`src/design/fpamd_pkg.sv`:
```
// ---------------------------------------------------------------------------
// fpamd_pkg
// Shared constants and operation codes of the fixed-point arithmetic unit.
// ---------------------------------------------------------------------------
package fpamd_pkg;

	localparam int OPERAND_W_DEF  = 32;
	localparam int MAX_FRAC_DEF   = 30;
	localparam int FRAC_W         = 5;
	localparam int RES_W          = 64;
	localparam int QUEUE_DEPTH    = 4;
	localparam logic [FRAC_W-1:0] FRAC_RESET = FRAC_W'(16);

	localparam logic [1:0] MODE_ADD = 2'd0;
	localparam logic [1:0] MODE_MUL = 2'd1;
	localparam logic [1:0] MODE_DIV = 2'd2;

	localparam logic [1:0] OP_ADD = 2'd0;
	localparam logic [1:0] OP_MUL = 2'd1;
	localparam logic [1:0] OP_DIV = 2'd2;
	localparam logic [1:0] OP_BAD = 2'd3;

endpackage

```
`src/design/fpamd_queue.sv`:
```
// ---------------------------------------------------------------------------
// fpamd_queue
// Short first-in first-out buffer between the front and back parts.
// ---------------------------------------------------------------------------
module fpamd_queue #(
	parameter int DW = 8
) (
	input  logic          clk,
	input  logic          arst_n,
	input  logic          push,
	input  logic [DW-1:0] wdata,
	output logic          full,
	input  logic          pop,
	output logic [DW-1:0] rdata,
	output logic          empty
);
	import fpamd_pkg::*;

	localparam int AW = $clog2(QUEUE_DEPTH);

	logic [DW-1:0] mem_q [QUEUE_DEPTH];
	logic [AW-1:0] wptr_q, rptr_q;
	logic [AW:0]   cnt_q;

	assign full  = (cnt_q == (AW+1)'(QUEUE_DEPTH));
	assign empty = (cnt_q == '0);
	assign rdata = mem_q[rptr_q];

	always_ff @(posedge clk) begin
		if (push && !full) begin
			mem_q[wptr_q] <= wdata;
		end
	end

	always_ff @(posedge clk or negedge arst_n) begin
		if (!arst_n) begin
			wptr_q <= '0;
			rptr_q <= '0;
			cnt_q  <= '0;
		end else begin
			if (push && !full) begin
				wptr_q <= wptr_q + 1'b1;
			end
			if (pop && !empty) begin
				rptr_q <= rptr_q + 1'b1;
			end
			cnt_q <= cnt_q + (AW+1)'(push && !full) - (AW+1)'(pop && !empty);
		end
	end

	a_cnt_range: assert property (@(posedge clk) disable iff (!arst_n)
		cnt_q <= (AW+1)'(QUEUE_DEPTH)) else $error("queue count overrun");

	a_cnt_step: assert property (@(posedge clk) disable iff (!arst_n)
		(push && !full && !(pop && !empty)) |=> (cnt_q == $past(cnt_q) + 1'b1))
		else $error("queue count lost a push");

endmodule

```
`config.mk`:
```
export PLATFORM = sky130hd
export DESIGN_NAME = fpamd_queue
export DESIGN_NICKNAME = d
export VERILOG_FILES = /design/src/design/fpamd_pkg.sv /design/src/design/fpamd_queue.sv
export SDC_FILE = /design/constraint.sdc
export NUM_CORES = 1
export LEC_CHECK = 0
export ABC_AREA = 1
export BUFFER_PORTS_ARGS = -buffer_cell sky130_fd_sc_hd__buf_2
export CORE_MARGIN = 2
export CORE_UTILIZATION = 37
export DETAILED_ROUTE_END_ITERATION = 12
export PLACE_DENSITY = 0.56
export SLEW_MARGIN = 25
export SYNTH_ARGS = -nofsm -noshare
export SYNTH_HDL_FRONTEND = slang
export SYNTH_SLANG_ARGS = --single-unit
```
`constraint.sdc`:
```
create_clock -name clk -period 2.2 [get_ports clk]
set_clock_uncertainty 0.2 [all_clocks]
set_input_delay 0.55 -clock clk [delete_from_list [all_inputs] [get_ports clk]]
set_output_delay 0.55 -clock clk [all_outputs]
set_load 0.01 [all_outputs]
```
Word level (Yosys, flattened, before mapping). Memories as Yosys holds them, arrays and structs flattened. Index checks and enable logic that the tools add are counted.

Add/sub/neg operators: 4. Eq/ne operators: 1. Multiplexer cells: 2. Reduce and logical (&&, ||, !) cells: 5.

Operators by type and width (count): $add A2 B1 Y2 const B (2); $add A3 B1 Y3 (1); $eq A3 B3 Y1 const B (1); $logic_not A3 Y1 (1); $sub A3 B1 Y3 (1); $logic_and A1 B1 Y1 (2); $logic_not A1 Y1 (2); $mux W1 (2).

Register bits after elaboration: 7. Bits in writable memories: 32. Bits of input ports: 12. Logic and storage cells: 16. Memories: 1.

Memories: mem_q (words 4, bits a word 8, rd ports 1, clocked after memory_dff 0, wr ports 1, RTL line fpamd_queue.sv:21) `logic [DW-1:0] mem_q [QUEUE_DEPTH];`.

Depth between registers and ports, before layout.
Depth in word-level cells: 5. Mapped depth: 10. Depth with buffers taken out: 10.

Worst setup path after synthesis. OpenSTA, ideal clock, no wires.

Path type: flip-flop to flip-flop. Start point: reg cnt_q[1]. End point: reg cnt_q[2]. Data arrival time: 1.763 ns. Setup slack: 0.172 ns. Cell stages (with the launch flop): 11. Path buffers: 0. Cells stage by stage: dfrtp_1 -> nor2_1 -> nand2_1 -> nand2_1 -> inv_1 -> ha_1 -> inv_1 -> ha_1 -> fa_1 -> nand3b_1 -> nand2_1.

Cells in the longest elaborated chain, start to end: 5. Elaborated cells between the ends (all ways): 8. Those cells by class: add/sub: 2; eq/ne: 1; reduce/logical: 5.

Ends and longest elaborated chain: from (decl) (RTL line fpamd_queue.sv:23) `logic [AW:0] cnt_q;`; from (signal assigned) (RTL line fpamd_queue.sv:47) `cnt_q <= cnt_q + (AW+1)'(push && !full) - (AW+1)'(pop && !empty);`; $eq A3 B3 Y1 (RTL line fpamd_queue.sv:25) `assign full = (cnt_q == (AW+1)'(QUEUE_DEPTH));`; $logic_not A1 Y1 (RTL line fpamd_queue.sv:47); $logic_and A1 B1 Y1 (RTL line fpamd_queue.sv:47); $add A3 B1 Y3 (RTL line fpamd_queue.sv:47); $sub A3 B1 Y3 (*) (RTL line fpamd_queue.sv:47).

Every way passes the cells marked *; elsewhere a longest branch is shown, timed or not. A chain may end at the register's enable or synchronous reset.

Worst setup path in the final report.
Start point: reg rptr_q[0]. End point: out rdata[1].

Cells in the longest elaborated chain, start to end: 1.

Ends and longest elaborated chain: from (decl) (RTL line fpamd_queue.sv:22) `logic [AW-1:0] wptr_q, rptr_q;`; from (signal assigned) (RTL line fpamd_queue.sv:45) `rptr_q <= rptr_q + 1'b1;`; $mem_v2 Z4 W8; to (decl) (RTL line fpamd_queue.sv:14) `output logic [DW-1:0] rdata,`.

No other way between the ends.

==> impl_metrics.ini <==
[outcome]
status = finished, final reports clean

[min_path]
hold_path.class = in2reg

[clock_tree]
htree_levels = 2
clock-root-buffer = clkbuf_8
cts_buffer_depth = 2
clock_latency_ps = 290
clock_sinks = 39
numCtsBuffers = 5
tritoncts = built
clk_pin_slew_ps = 70

[detailed_routing]
vias = 1104
wire_per_inst_um = 11.9
routed_wl_um = 2920
drt-initial-drc-count = 43
drc_errors = 0
vias_per_cell = 4.49
detail-route-antenna-nets = 0
dr.pass1.iters = 4

[synth]
synth.area.top_cells = edfxtp_1, dfrtp_1, nand2_1
synthMuxAreaShare = 0
synth_cells = 159
synth-adder-area-share = 0.0551
synth_xor_area_frac = 0
ys_types = 16
syn-num-nets = 178
yosys.area_share.simple = 0.164
yosysTopAreaCellShare = 0.557
ys_seq_area_frac = 0.658
synth.ff_latch_count = 39
synth_top_area_cell = edfxtp_1
avgSynthCellArea_um2 = 10.9
synth-compound-area-share = 0.0464
ys.warnings.count = 0
synth_top_family_by_area = simple AND/OR/NAND/NOR gates
syn_area_um2 = 1730

[sta]
rsz0062_at_grt = true
slew_viol_final = 0
worst_slack_ps = 72.4
fin_tns_setup_ps = 0
finalSetupViolations = 0
max_freq_mhz = 470
period_needed_ps = 2130
timing_hold_violations_final = 0
worstMarginPinSlew_ps = 297
slew_headroom = 0.802
final.period_utilization = 0.967

[power]
clkPwrFrac = 0.213
swShare = 0.357
netSwitchingPower_mw = 0.988
p_leak_nw = 0.943
power_density_nw_per_um2 = 1320
share_seq_of_total_power = 0.393
power_frac_comb = 0.393
power.internal_mw = 1.78
peakVddDrop_uv = 553

[die]
die_w_um = 72.3
placementRows = 24
initial_core_util = 0.391
core_um2 = 4410
die_area_um2 = 5230
ios = 22
die_height_um = 72.3

[global_routing]
grt-ovfl-total = 0
grtUsageTotal = 0.133
antenna_found_initial = 0
grt_pass1_vias = 1110
grt_pass1_wl_um = 5070
grt_max_degree = 25

[layout]
antennaDiodeCount = 0
postLayoutCellArea_um2 = 2090
finalNetCount = 212
final_cell_mix = nand2_1, edfxtp_1, inv_1, buf_2, nor2_1
layout-drive-gt1-share = 0.268
layout_commonest_cell = nand2_1
fin_cells = 246
area_growth_pct = 21.0

[setup_path]
critPathKind = reg2out
start_kind = register
required_ps = 1450
path_max_fanout = 6
critPathArrivalTime_ps = 1380
endpoint_kind = output port
ff2ff_setup_slack_ps = 140

[place]
pre_cts_ws_ps = 51.9
placed_area_um2 = 1910
port_buffers = 21
dp.cells = 234
gp_congestion = 0.680
dp_hpwl_um = 1980

[flow_run]
max_cap_viol_count = 0
==> cells by family (layout without fill, tap and decap cells) <==
kind of cell               after synthesis  after routing
AOI/OAI and AO/OA                       16             16
adders and majority gates                7              7
buffers and inverters                   28             63
DFF                                     39             39
and+or+nand+nor                         69             69
==> per-layer routing <==
layer  GRT usage  up-vias  wire length, um
met5           0        -                0
met1       0.150      505             1270
met2       0.226       19             1450
met4      0.0503        0               49
met3      0.0528        5              157
li1            -      575                -
==> power by group through the flow <==
stage	combinational [mW]	sequential [mW]	clock [mW]
detailed placement	1.03	1.09	0
global placement	0.987	1.08	0
global route	1.27	1.11	0.641
CTS	1.03	1.08	0.604
floorplan	0.724	1.07	0
finish	1.09	1.09	0.589
==> final timing paths <==
kind,start,end,cells after the start
max in group asynchronous,arst_n,rptr_q[0],2
worst max-delay path,rptr_q[0],rdata[1],5
min in group asynchronous,arst_n,cnt_q[0],2
worst min-delay path,wdata[7],mem_q[0][7],1
worst min register to register,rptr_q[1],rptr_q[1],2
worst max register to register,cnt_q[1],cnt_q[2],10
==> what timing repair did <==
action | in CTS | in global routing
hold buffers | 1 | 0
endpoints found under the setup margin | 0 | 8
gates resized for setup | 0 | 14
setup buffers | 0 | 3
hold endpoints to repair | 7 | 0
==> worst max-delay path: stages (launching register included) <==
cell	delay (ps)
dfrtp_2	440
clkinvlp_4	180
buf_6	170
o21ai_2	120
nand2_1	50
buf_2	130
==> through the flow <==
stage	utilization	total power, mW	hold WS (ps)
2_1_floorplan	-	1.79	54.4
3_3_place_gp	0.433	2.07	190
3_5_place_dp	0.433	2.12	198
4_1_cts	0.461	2.72	261
5_1_grt	0.473	3.02	255
6_report	0.473	2.76	267
==> registers in the layout, indices dropped and copies added (netlist names) <==
register	cells
cnt_q	3
mem_q	32
rptr_q	2
wptr_q	2
==> synthesized netlist by cell type, drive strengths merged <==
master	number
nand3b	1
edfxtp	32
nor2	21
inv	24
nand2	43
ha	6
buf	4
o21ai	16
nand3	4
dfrtp	7
fa	1
==> area by class of cell <==
type	instances	area (um2)
clock buffer	5	68.8
clock inverter	3	43.8
fill	414	2330
inverter	24	93.8
multi-input combinational	92	479
sequential	39	1140
tap	52	65.1
timing repair buffer	31	199
No activity file was read; power rests on OpenSTA's default activity.
