File: src/design/fpamd_pkg.sv
// ---------------------------------------------------------------------------
// fpamd_pkg
// Shared constants and operation codes of the fixed-point arithmetic unit.
// ---------------------------------------------------------------------------
package fpamd_pkg;

	localparam int OPERAND_W_DEF  = 32;
	localparam int MAX_FRAC_DEF   = 30;
	localparam int FRAC_W         = 5;
	localparam int RES_W          = 64;
	localparam int QUEUE_DEPTH    = 4;
	localparam logic [FRAC_W-1:0] FRAC_RESET = FRAC_W'(16);

	localparam logic [1:0] MODE_ADD = 2'd0;
	localparam logic [1:0] MODE_MUL = 2'd1;
	localparam logic [1:0] MODE_DIV = 2'd2;

	localparam logic [1:0] OP_ADD = 2'd0;
	localparam logic [1:0] OP_MUL = 2'd1;
	localparam logic [1:0] OP_DIV = 2'd2;
	localparam logic [1:0] OP_BAD = 2'd3;

endpackage

File: src/design/fpamd_front.sv
// ---------------------------------------------------------------------------
// fpamd_front
// Accepts items, classifies the operation and prepares the operand word.
// ---------------------------------------------------------------------------
module fpamd_front #(
	parameter int OPERAND_WIDTH = fpamd_pkg::OPERAND_W_DEF
) (
	input  logic                          clk,
	input  logic                          arst_n,
	input  logic                          in_valid,
	output logic                          in_ready,
	input  logic [1:0]                    mode,
	input  logic [OPERAND_WIDTH-1:0]      left_operand,
	input  logic [OPERAND_WIDTH-1:0]      right_operand,
	input  logic [fpamd_pkg::FRAC_W-1:0]  eff_frac,
	output logic                          push,
	output logic [2+1+fpamd_pkg::RES_W+OPERAND_WIDTH-1:0] entry,
	input  logic                          full
);
	import fpamd_pkg::*;

	localparam int W = OPERAND_WIDTH;

	logic         vld_s1;
	logic [1:0]   mode_s1;
	logic [W-1:0] l_s1, r_s1;

	logic [W-1:0]     lmag, rmag;
	logic [2*W-1:0]   prod;
	logic [RES_W-1:0] acc;
	logic [1:0]       op;
	logic             neg;

	assign in_ready = !vld_s1 || !full;
	assign push     = vld_s1 && !full;

	always_ff @(posedge clk or negedge arst_n) begin
		if (!arst_n) begin
			vld_s1 <= 1'b0;
		end else if (in_ready) begin
			vld_s1 <= in_valid;
		end
	end

	always_ff @(posedge clk) begin
		if (in_valid && in_ready) begin
			mode_s1 <= mode;
			l_s1    <= left_operand;
			r_s1    <= right_operand;
		end
	end

	assign lmag = l_s1[W-1] ? W'(-l_s1) : l_s1;
	assign rmag = r_s1[W-1] ? W'(-r_s1) : r_s1;
	assign prod = (2*W)'(lmag) * (2*W)'(rmag);

	always_comb begin
		op  = OP_BAD;
		neg = l_s1[W-1] ^ r_s1[W-1];
		acc = '0;
		unique case (mode_s1)
			MODE_ADD: begin
				op  = OP_ADD;
				neg = 1'b0;
				acc = RES_W'($signed(l_s1)) + RES_W'($signed(r_s1));
			end
			MODE_MUL: begin
				op  = OP_MUL;
				acc = RES_W'(prod);
			end
			MODE_DIV: begin
				if (r_s1 != '0) begin
					op  = OP_DIV;
					acc = RES_W'(lmag) << eff_frac;
				end
			end
			default: begin
				op = OP_BAD;
			end
		endcase
	end

	assign entry = {op, neg, acc, rmag};

endmodule

File: config.mk
export PLATFORM = sky130hd
export DESIGN_NAME = fpamd_front
export DESIGN_NICKNAME = d
export VERILOG_FILES = /design/src/design/fpamd_pkg.sv /design/src/design/fpamd_front.sv
export SDC_FILE = /design/constraint.sdc
export NUM_CORES = 2
export LEC_CHECK = 0
export CORE_AREA = 2 2 289 362
export DETAILED_ROUTE_END_ITERATION = 16
export DIE_AREA = 0 0 291 364
export DONT_BUFFER_PORTS = 1
export SYNTH_ARGS = -nofsm -noshare
export SYNTH_HDL_FRONTEND = slang
export SYNTH_SLANG_ARGS = --single-unit
File: constraint.sdc
create_clock -name clk -period 18.1 [get_ports clk]
set_clock_uncertainty 0.15 [all_clocks]
set_input_delay 5.43 -clock clk [delete_from_list [all_inputs] [get_ports clk]]
set_output_delay 5.43 -clock clk [all_outputs]
set_load 0.1 [all_outputs]
== After elaboration in Yosys (flattened, before gate mapping) ==
Index checks and enable logic that the tools add are counted.

* Shifts and indexed selects: 1
* Eq/ne operators: 2
* Reductions and logical operators: 7
* Multiply operators: 1
* Muxes and demuxes: 7
* Add/sub/neg operators: 3
* Bitwise logic cells: 1

{| class="wikitable"
|+ Operators by type and width
! cell !! number
|-
| one-hot mux 64 bit (3 select lines) || 1
|-
| multiplier 32 x 32 -> 64 bit || 1
|-
| 2-to-1 mux 32 bit || 2
|-
| 2-to-1 mux 64 bit || 1
|-
| negator 32 bit || 2
|-
| << shifter 32 x 5 -> 64 bit || 1
|-
| adder 32 x 32 -> 33 bit || 1
|-
| nonzero test 32 bit || 1
|-
| one-hot mux 2 bit (3 select lines) || 1
|-
| == test 2 x 1 -> 1 bit, second input constant || 1
|-
| == test 2 bit, second input constant || 1
|-
| logical AND 1 bit || 2
|-
| zero test 1 bit || 2
|-
| zero test 2 bit || 1
|-
| 2-to-1 mux 1 bit || 2
|-
| logical OR 1 bit || 1
|-
| bitwise XOR 1 bit || 1
|}

* Input bits: 75
* Output and inout bits: 101
* Bits in registers: 67

== Logic depth before layout (Yosys ltp) ==
* Word-level depth: 5
* Depth in mapped cells: 37

== Worst setup path after synthesis ==
OpenSTA, ideal clock, no wires.

* Kind: reg2out
* Start: register r_s1[4]
* End: output entry[89] (netlist name)
* Slack: 0.592 ns
* Arrival time: 11.928 ns
* Cell stages (with the launch flop): 30
* Required time: 12.520 ns
* Buffers on the path: 2
* Cells stage by stage: edfxtp_1 or4_1 or4_1 nand2b_1 o41ai_1 xnor2_1 clkbuf_1 nand2_1 fa_1 inv_1 fa_1 inv_1 fa_1 inv_1 fa_1 fa_1 fa_1 fa_1 fa_1 ha_1 clkbuf_1 and4_1 nand3_1 nor3_1 o31ai_1 a2111oi_0 nor3_1 a311o_1 mux2i_1 o21ai_0

* Word-level cells in the longest chain between the ends: 4

{| class="wikitable"
|+ Ends and longest elaborated chain
! item !! line !! RTL
|-
| start: declaration || fpamd_front.sv:26 || <nowiki>logic [W-1:0] l_s1, r_s1;</nowiki>
|-
| start signal: assignment || fpamd_front.sv:49 || <nowiki>r_s1 <= right_operand;</nowiki>
|-
| negator 32 bit || fpamd_front.sv:54 || <nowiki>assign rmag = r_s1[W-1] ? W'(-r_s1) : r_s1;</nowiki>
|-
| 2-to-1 mux 32 bit || fpamd_front.sv:54 ||
|-
| via entry, one bit || fpamd_front.sv:17 || <nowiki>output logic [2+1+fpamd_pkg::RES_W+OPERAND_WIDTH-1:0] entry,</nowiki>
|-
| multiplier 32 x 32 -> 64 bit || fpamd_front.sv:55 || <nowiki>assign prod = (2*W)'(lmag) * (2*W)'(rmag);</nowiki>
|-
| one-hot mux 64 bit (3 select lines) || fpamd_front.sv:61 || <nowiki>unique case (mode_s1)</nowiki>
|-
| end: declaration || fpamd_front.sv:17 ||
|}

The timed path passes the listed nets, and every way through them passes these cells.

== Worst setup path in the final report ==
* Start: register l_s1[4]
* End: output entry[85] (netlist name)

* Word-level cells in the longest chain between the ends: 5

{| class="wikitable"
|+ Ends and longest elaborated chain
! item !! line !! RTL
|-
| start: declaration || fpamd_front.sv:26 ||
|-
| start signal: assignment || fpamd_front.sv:48 || <nowiki>l_s1 <= left_operand;</nowiki>
|-
| parallel branches: the longest is 4 deep, another holds multiplier 32 x 32 -> 64 bit || - ||
|-
| one-hot mux 64 bit (3 select lines) (*) || fpamd_front.sv:61 ||
|}

Every way passes the cells marked *.

==> impl_metrics.prom <==
# TYPE chip_impl_metric gauge
chip_impl_metric{name="maxClockFrequency",unit="GHz"} 0.0568
chip_impl_info{name="tritoncts_clock_tree",value="built"} 1
chip_impl_info{name="most-common-layout-cells",value="904 x sky130_fd_sc_hd__inv_1, 897 x sky130_fd_sc_hd__fa_1, 680 x sky130_fd_sc_hd__nor2_1"} 1
chip_impl_metric{name="grt.total_usage",unit="%"} 30.1
chip_impl_metric{name="fin_nets",unit=""} 6003
chip_impl_info{name="timing.rr.start",value="vld_s1"} 1
chip_impl_metric{name="area_of_the_mapped_netlist",unit="um^2"} 40700
chip_impl_info{name="startpoint_type",value="register"} 1
chip_impl_info{name="critPathCaptureType",value="output port"} 1
chip_impl_info{name="layout.cells.most_common",value="sky130_fd_sc_hd__inv_1"} 1
chip_impl_metric{name="die_area",unit="um^2"} 106000
chip_impl_metric{name="maxCapViolations",unit=""} 0
chip_impl_metric{name="port_bufs",unit=""} 0
chip_impl_metric{name="gp_congestion",unit=""} 1.02
chip_impl_metric{name="postRouteAntennaNets",unit=""} 0
chip_impl_metric{name="die_x",unit="um"} 291
chip_impl_info{name="ys_dominant_reg_cell",value="sky130_fd_sc_hd__edfxtp_1"} 1
chip_impl_metric{name="layout-drive-gt1-share",unit="%"} 7.81
chip_impl_metric{name="synth-edff-count",unit=""} 66
chip_impl_metric{name="pre_cts_ws",unit="ps"} 1080
chip_impl_metric{name="slew-limit-headroom",unit="%"} 13.5
chip_impl_info{name="run_status",value="complete, but fails checks"} 1
chip_impl_metric{name="boundaryPins",unit=""} 176
chip_impl_metric{name="overall_overflow_remaining_after_global_route",unit=""} 0
chip_impl_metric{name="dr.pass1.iters",unit=""} 12
chip_impl_metric{name="placementRows",unit=""} 132
chip_impl_metric{name="cts_inserted_buffers",unit=""} 9
chip_impl_metric{name="synthesis_warning_total",unit=""} 0
chip_impl_info{name="path_type_of_the_worst_setup_path",value="register to output port"} 1
chip_impl_info{name="maxUsedRoutingLayer",value="met4"} 1
chip_impl_info{name="crit_path_top_cell_by_count",value="sky130_fd_sc_hd__fa_1"} 1
chip_impl_metric{name="arrival",unit="ps"} 12020
chip_impl_metric{name="crit_fanout",unit=""} 20
chip_impl_info{name="violations",value="DRC"} 1
chip_impl_metric{name="reg2reg_slack",unit="ps"} 15510
chip_impl_metric{name="synth.net_count",unit=""} 6066
chip_impl_info{name="root_buffer",value="sky130_fd_sc_hd__clkbuf_16"} 1
chip_impl_metric{name="wl_per_cell",unit="um"} 25.9
chip_impl_metric{name="largest_net_degree_at_the_start_of_global_routing",unit=""} 67
chip_impl_metric{name="clock_sink_count",unit=""} 67
chip_impl_metric{name="cts-root-to-sink-buffers",unit=""} 2
chip_impl_info{name="r2r-end",value="r_s1[24]"} 1
chip_impl_metric{name="postSynthAreaPerCell",unit="um^2"} 8.49
chip_impl_metric{name="min_period_over_period",unit="%"} 97.2
chip_impl_metric{name="ctsHtreeMaxLevel",unit=""} 3
chip_impl_metric{name="y_dimension_of_the_die",unit="um"} 364
chip_impl_info{name="min_from",value="vld_s1"} 1
chip_impl_info{name="grt_setup_unrepaired",value="false"} 1
chip_impl_metric{name="drt_iter0_markers",unit=""} 3493
chip_impl_metric{name="route.detailed.drc",unit=""} 2
chip_impl_metric{name="max_slew.worst_pin.slew",unit="ps"} 1330
chip_impl_metric{name="timing.final.max_slew_violations",unit=""} 0
chip_impl_metric{name="areaGrowthSynthToFinish",unit="%"} 8.61
chip_impl_metric{name="timing.reg2reg.worst_path_depth",unit=""} 3
chip_impl_metric{name="clkLatencyLatePin",unit="ps"} 340
chip_impl_metric{name="cts.clk_slew.worst_paths",unit="ps"} 70
chip_impl_info{name="min-delay-path-class",value="register to register"} 1
chip_impl_metric{name="fin_ws",unit="ps"} 499
chip_impl_metric{name="setup_viol",unit=""} 0
chip_impl_metric{name="met2_wirelength",unit="um"} 74600
chip_impl_metric{name="grt_pass1_vias",unit=""} 36500
chip_impl_metric{name="start_util",unit="%"} 39.6
chip_impl_metric{name="drt-vias-per-instance",unit=""} 5.74
chip_impl_metric{name="core",unit="um^2"} 103000
chip_impl_metric{name="post_syn_instances",unit=""} 4797
chip_impl_metric{name="global_route_wire_length_before_repair",unit="um"} 236000
chip_impl_metric{name="ys_seq_area_share",unit="%"} 4.93
chip_impl_info{name="crit_path_top_delay_cell",value="sky130_fd_sc_hd__nor4_1"} 1
chip_impl_metric{name="route.met3.wl",unit="um"} 12000
chip_impl_metric{name="detailroute.via_count",unit=""} 34900
chip_impl_info{name="min_to",value="vld_s1"} 1
chip_impl_metric{name="hold_violations",unit=""} 0
chip_impl_metric{name="detailed_route_wire_length_on_metal_1",unit="um"} 59700
chip_impl_metric{name="dp_hpwl",unit="um"} 131000
chip_impl_metric{name="final.setup.tns",unit="ps"} 0
chip_impl_metric{name="critical_path.max_stage_delay",unit="ps"} 960
chip_impl_metric{name="initial_antenna_violation_count",unit=""} 3
chip_impl_metric{name="yosys_register_bits",unit=""} 67
chip_impl_metric{name="totalWireLength",unit="um"} 158000
chip_impl_metric{name="worst_ep_required_time",unit="ps"} 12520
chip_impl_metric{name="post_synth_num_cell_types",unit=""} 88
chip_impl_metric{name="final_period_minus_worst_setup_slack",unit="ps"} 17600
chip_impl_metric{name="cts.hold.buffers_added",unit=""} 0
chip_impl_metric{name="synth-async-reset-ratio",unit="%"} 1.49
chip_impl_metric{name="timing.hold.worst_path_depth",unit=""} 2
kinds of logic after synthesis:
family	after synthesis	share of synthesized area (%)
flops	67	4.93
xor+xnor	162	3.48
simple gates	1564	15.9
compound gates	552	9.15
mux	65	2.22
fa+ha+maj	1194	53.2
buf+inv	1193	11.1
area by class of cell:
| class | instances | area, um^2 |
|---|---|---|
| fill | 10100 | 58700 |
| multi-input combinational | 3537 | 35000 |
| inverter | 930 | 3490 |
| sequential | 67 | 2010 |
| timing repair buffer | 189 | 1720 |
| tap | 1340 | 1680 |
| clock buffer | 11 | 243 |
| clock inverter | 5 | 37.5 |
| antenna | 3 | 7.51 |
sequential cells by signal (all words and copies together) (netlist names):
name and count:
r_s1 32, mode_s1 2, l_s1 32, vld_s1 1
worst max-delay path by stage:
stage	start	end	slack (ps)	depth (start not counted)
floorplan	r_s1[4]	entry[89]	590	29
global placement	l_s1[0]	entry[85]	1140	32
detailed placement	r_s1[0]	entry[84]	1080	32
CTS	r_s1[0]	entry[84]	630	32
global route	r_s1[0]	entry[84]	140	31
finish	l_s1[4]	entry[85]	500	29
per-layer routing:
metal / vias up / global-route usage, %
met4: 0 / 17.8
met3: 463 / 4.37
met1: 18000 / 37.0
met5: - / 0
met2: 1774 / 50.6
li1: 14700 / -
synthesized netlist by cell type, types with 48 or more instances:
library cell                 n  area share, %
sky130_fd_sc_hd__clkbuf_1  242            2.2
sky130_fd_sc_hd__nand2_1   622            5.7
sky130_fd_sc_hd__xor2_1     81            1.7
sky130_fd_sc_hd__xnor2_1    81            1.7
sky130_fd_sc_hd__fa_1      897             44
sky130_fd_sc_hd__o21ai_0   115            1.4
sky130_fd_sc_hd__edfxtp_1   66            4.9
sky130_fd_sc_hd__a21oi_1   132            1.6
sky130_fd_sc_hd__inv_1     909            8.4
sky130_fd_sc_hd__nor2_1    681            6.3
sky130_fd_sc_hd__ha_1      297            9.1
sky130_fd_sc_hd__nand3_1    48           0.59
critical path, delay by kind of cell (launching register included):
kind / cells / cell delay [ps]
AOI/OAI and AO/OA: 6 / 3180
DFF: 1 / 670
xor gates and xnor gates: 2 / 340
adders and majority gates: 9 / 4450
buffers and inverters: 7 / 1070
and+or+nand+nor: 5 / 1920
what timing repair did:
item,4_1_cts,5_1_grt
resized for setup,0,1
endpoints found under the setup margin,0,2
buffers inserted,0,0
per-stage QoR:
stage | cell area (um^2) | util [%] | cells | hold WS, ps
floorplan | 40700 | - | 4797 | 995
global placement | 43900 | 42.7 | 6063 | 1120
detailed placement | 43900 | 42.7 | 6063 | 1120
CTS | 44200 | 43.0 | 6079 | 1120
global route | 44200 | 43.0 | 6080 | 1150
finish | 44200 | 43.0 | 6082 | 1100
Power is not shown: default switching activity piles up to over one toggle a cycle in this logic, so the estimate is an artifact.
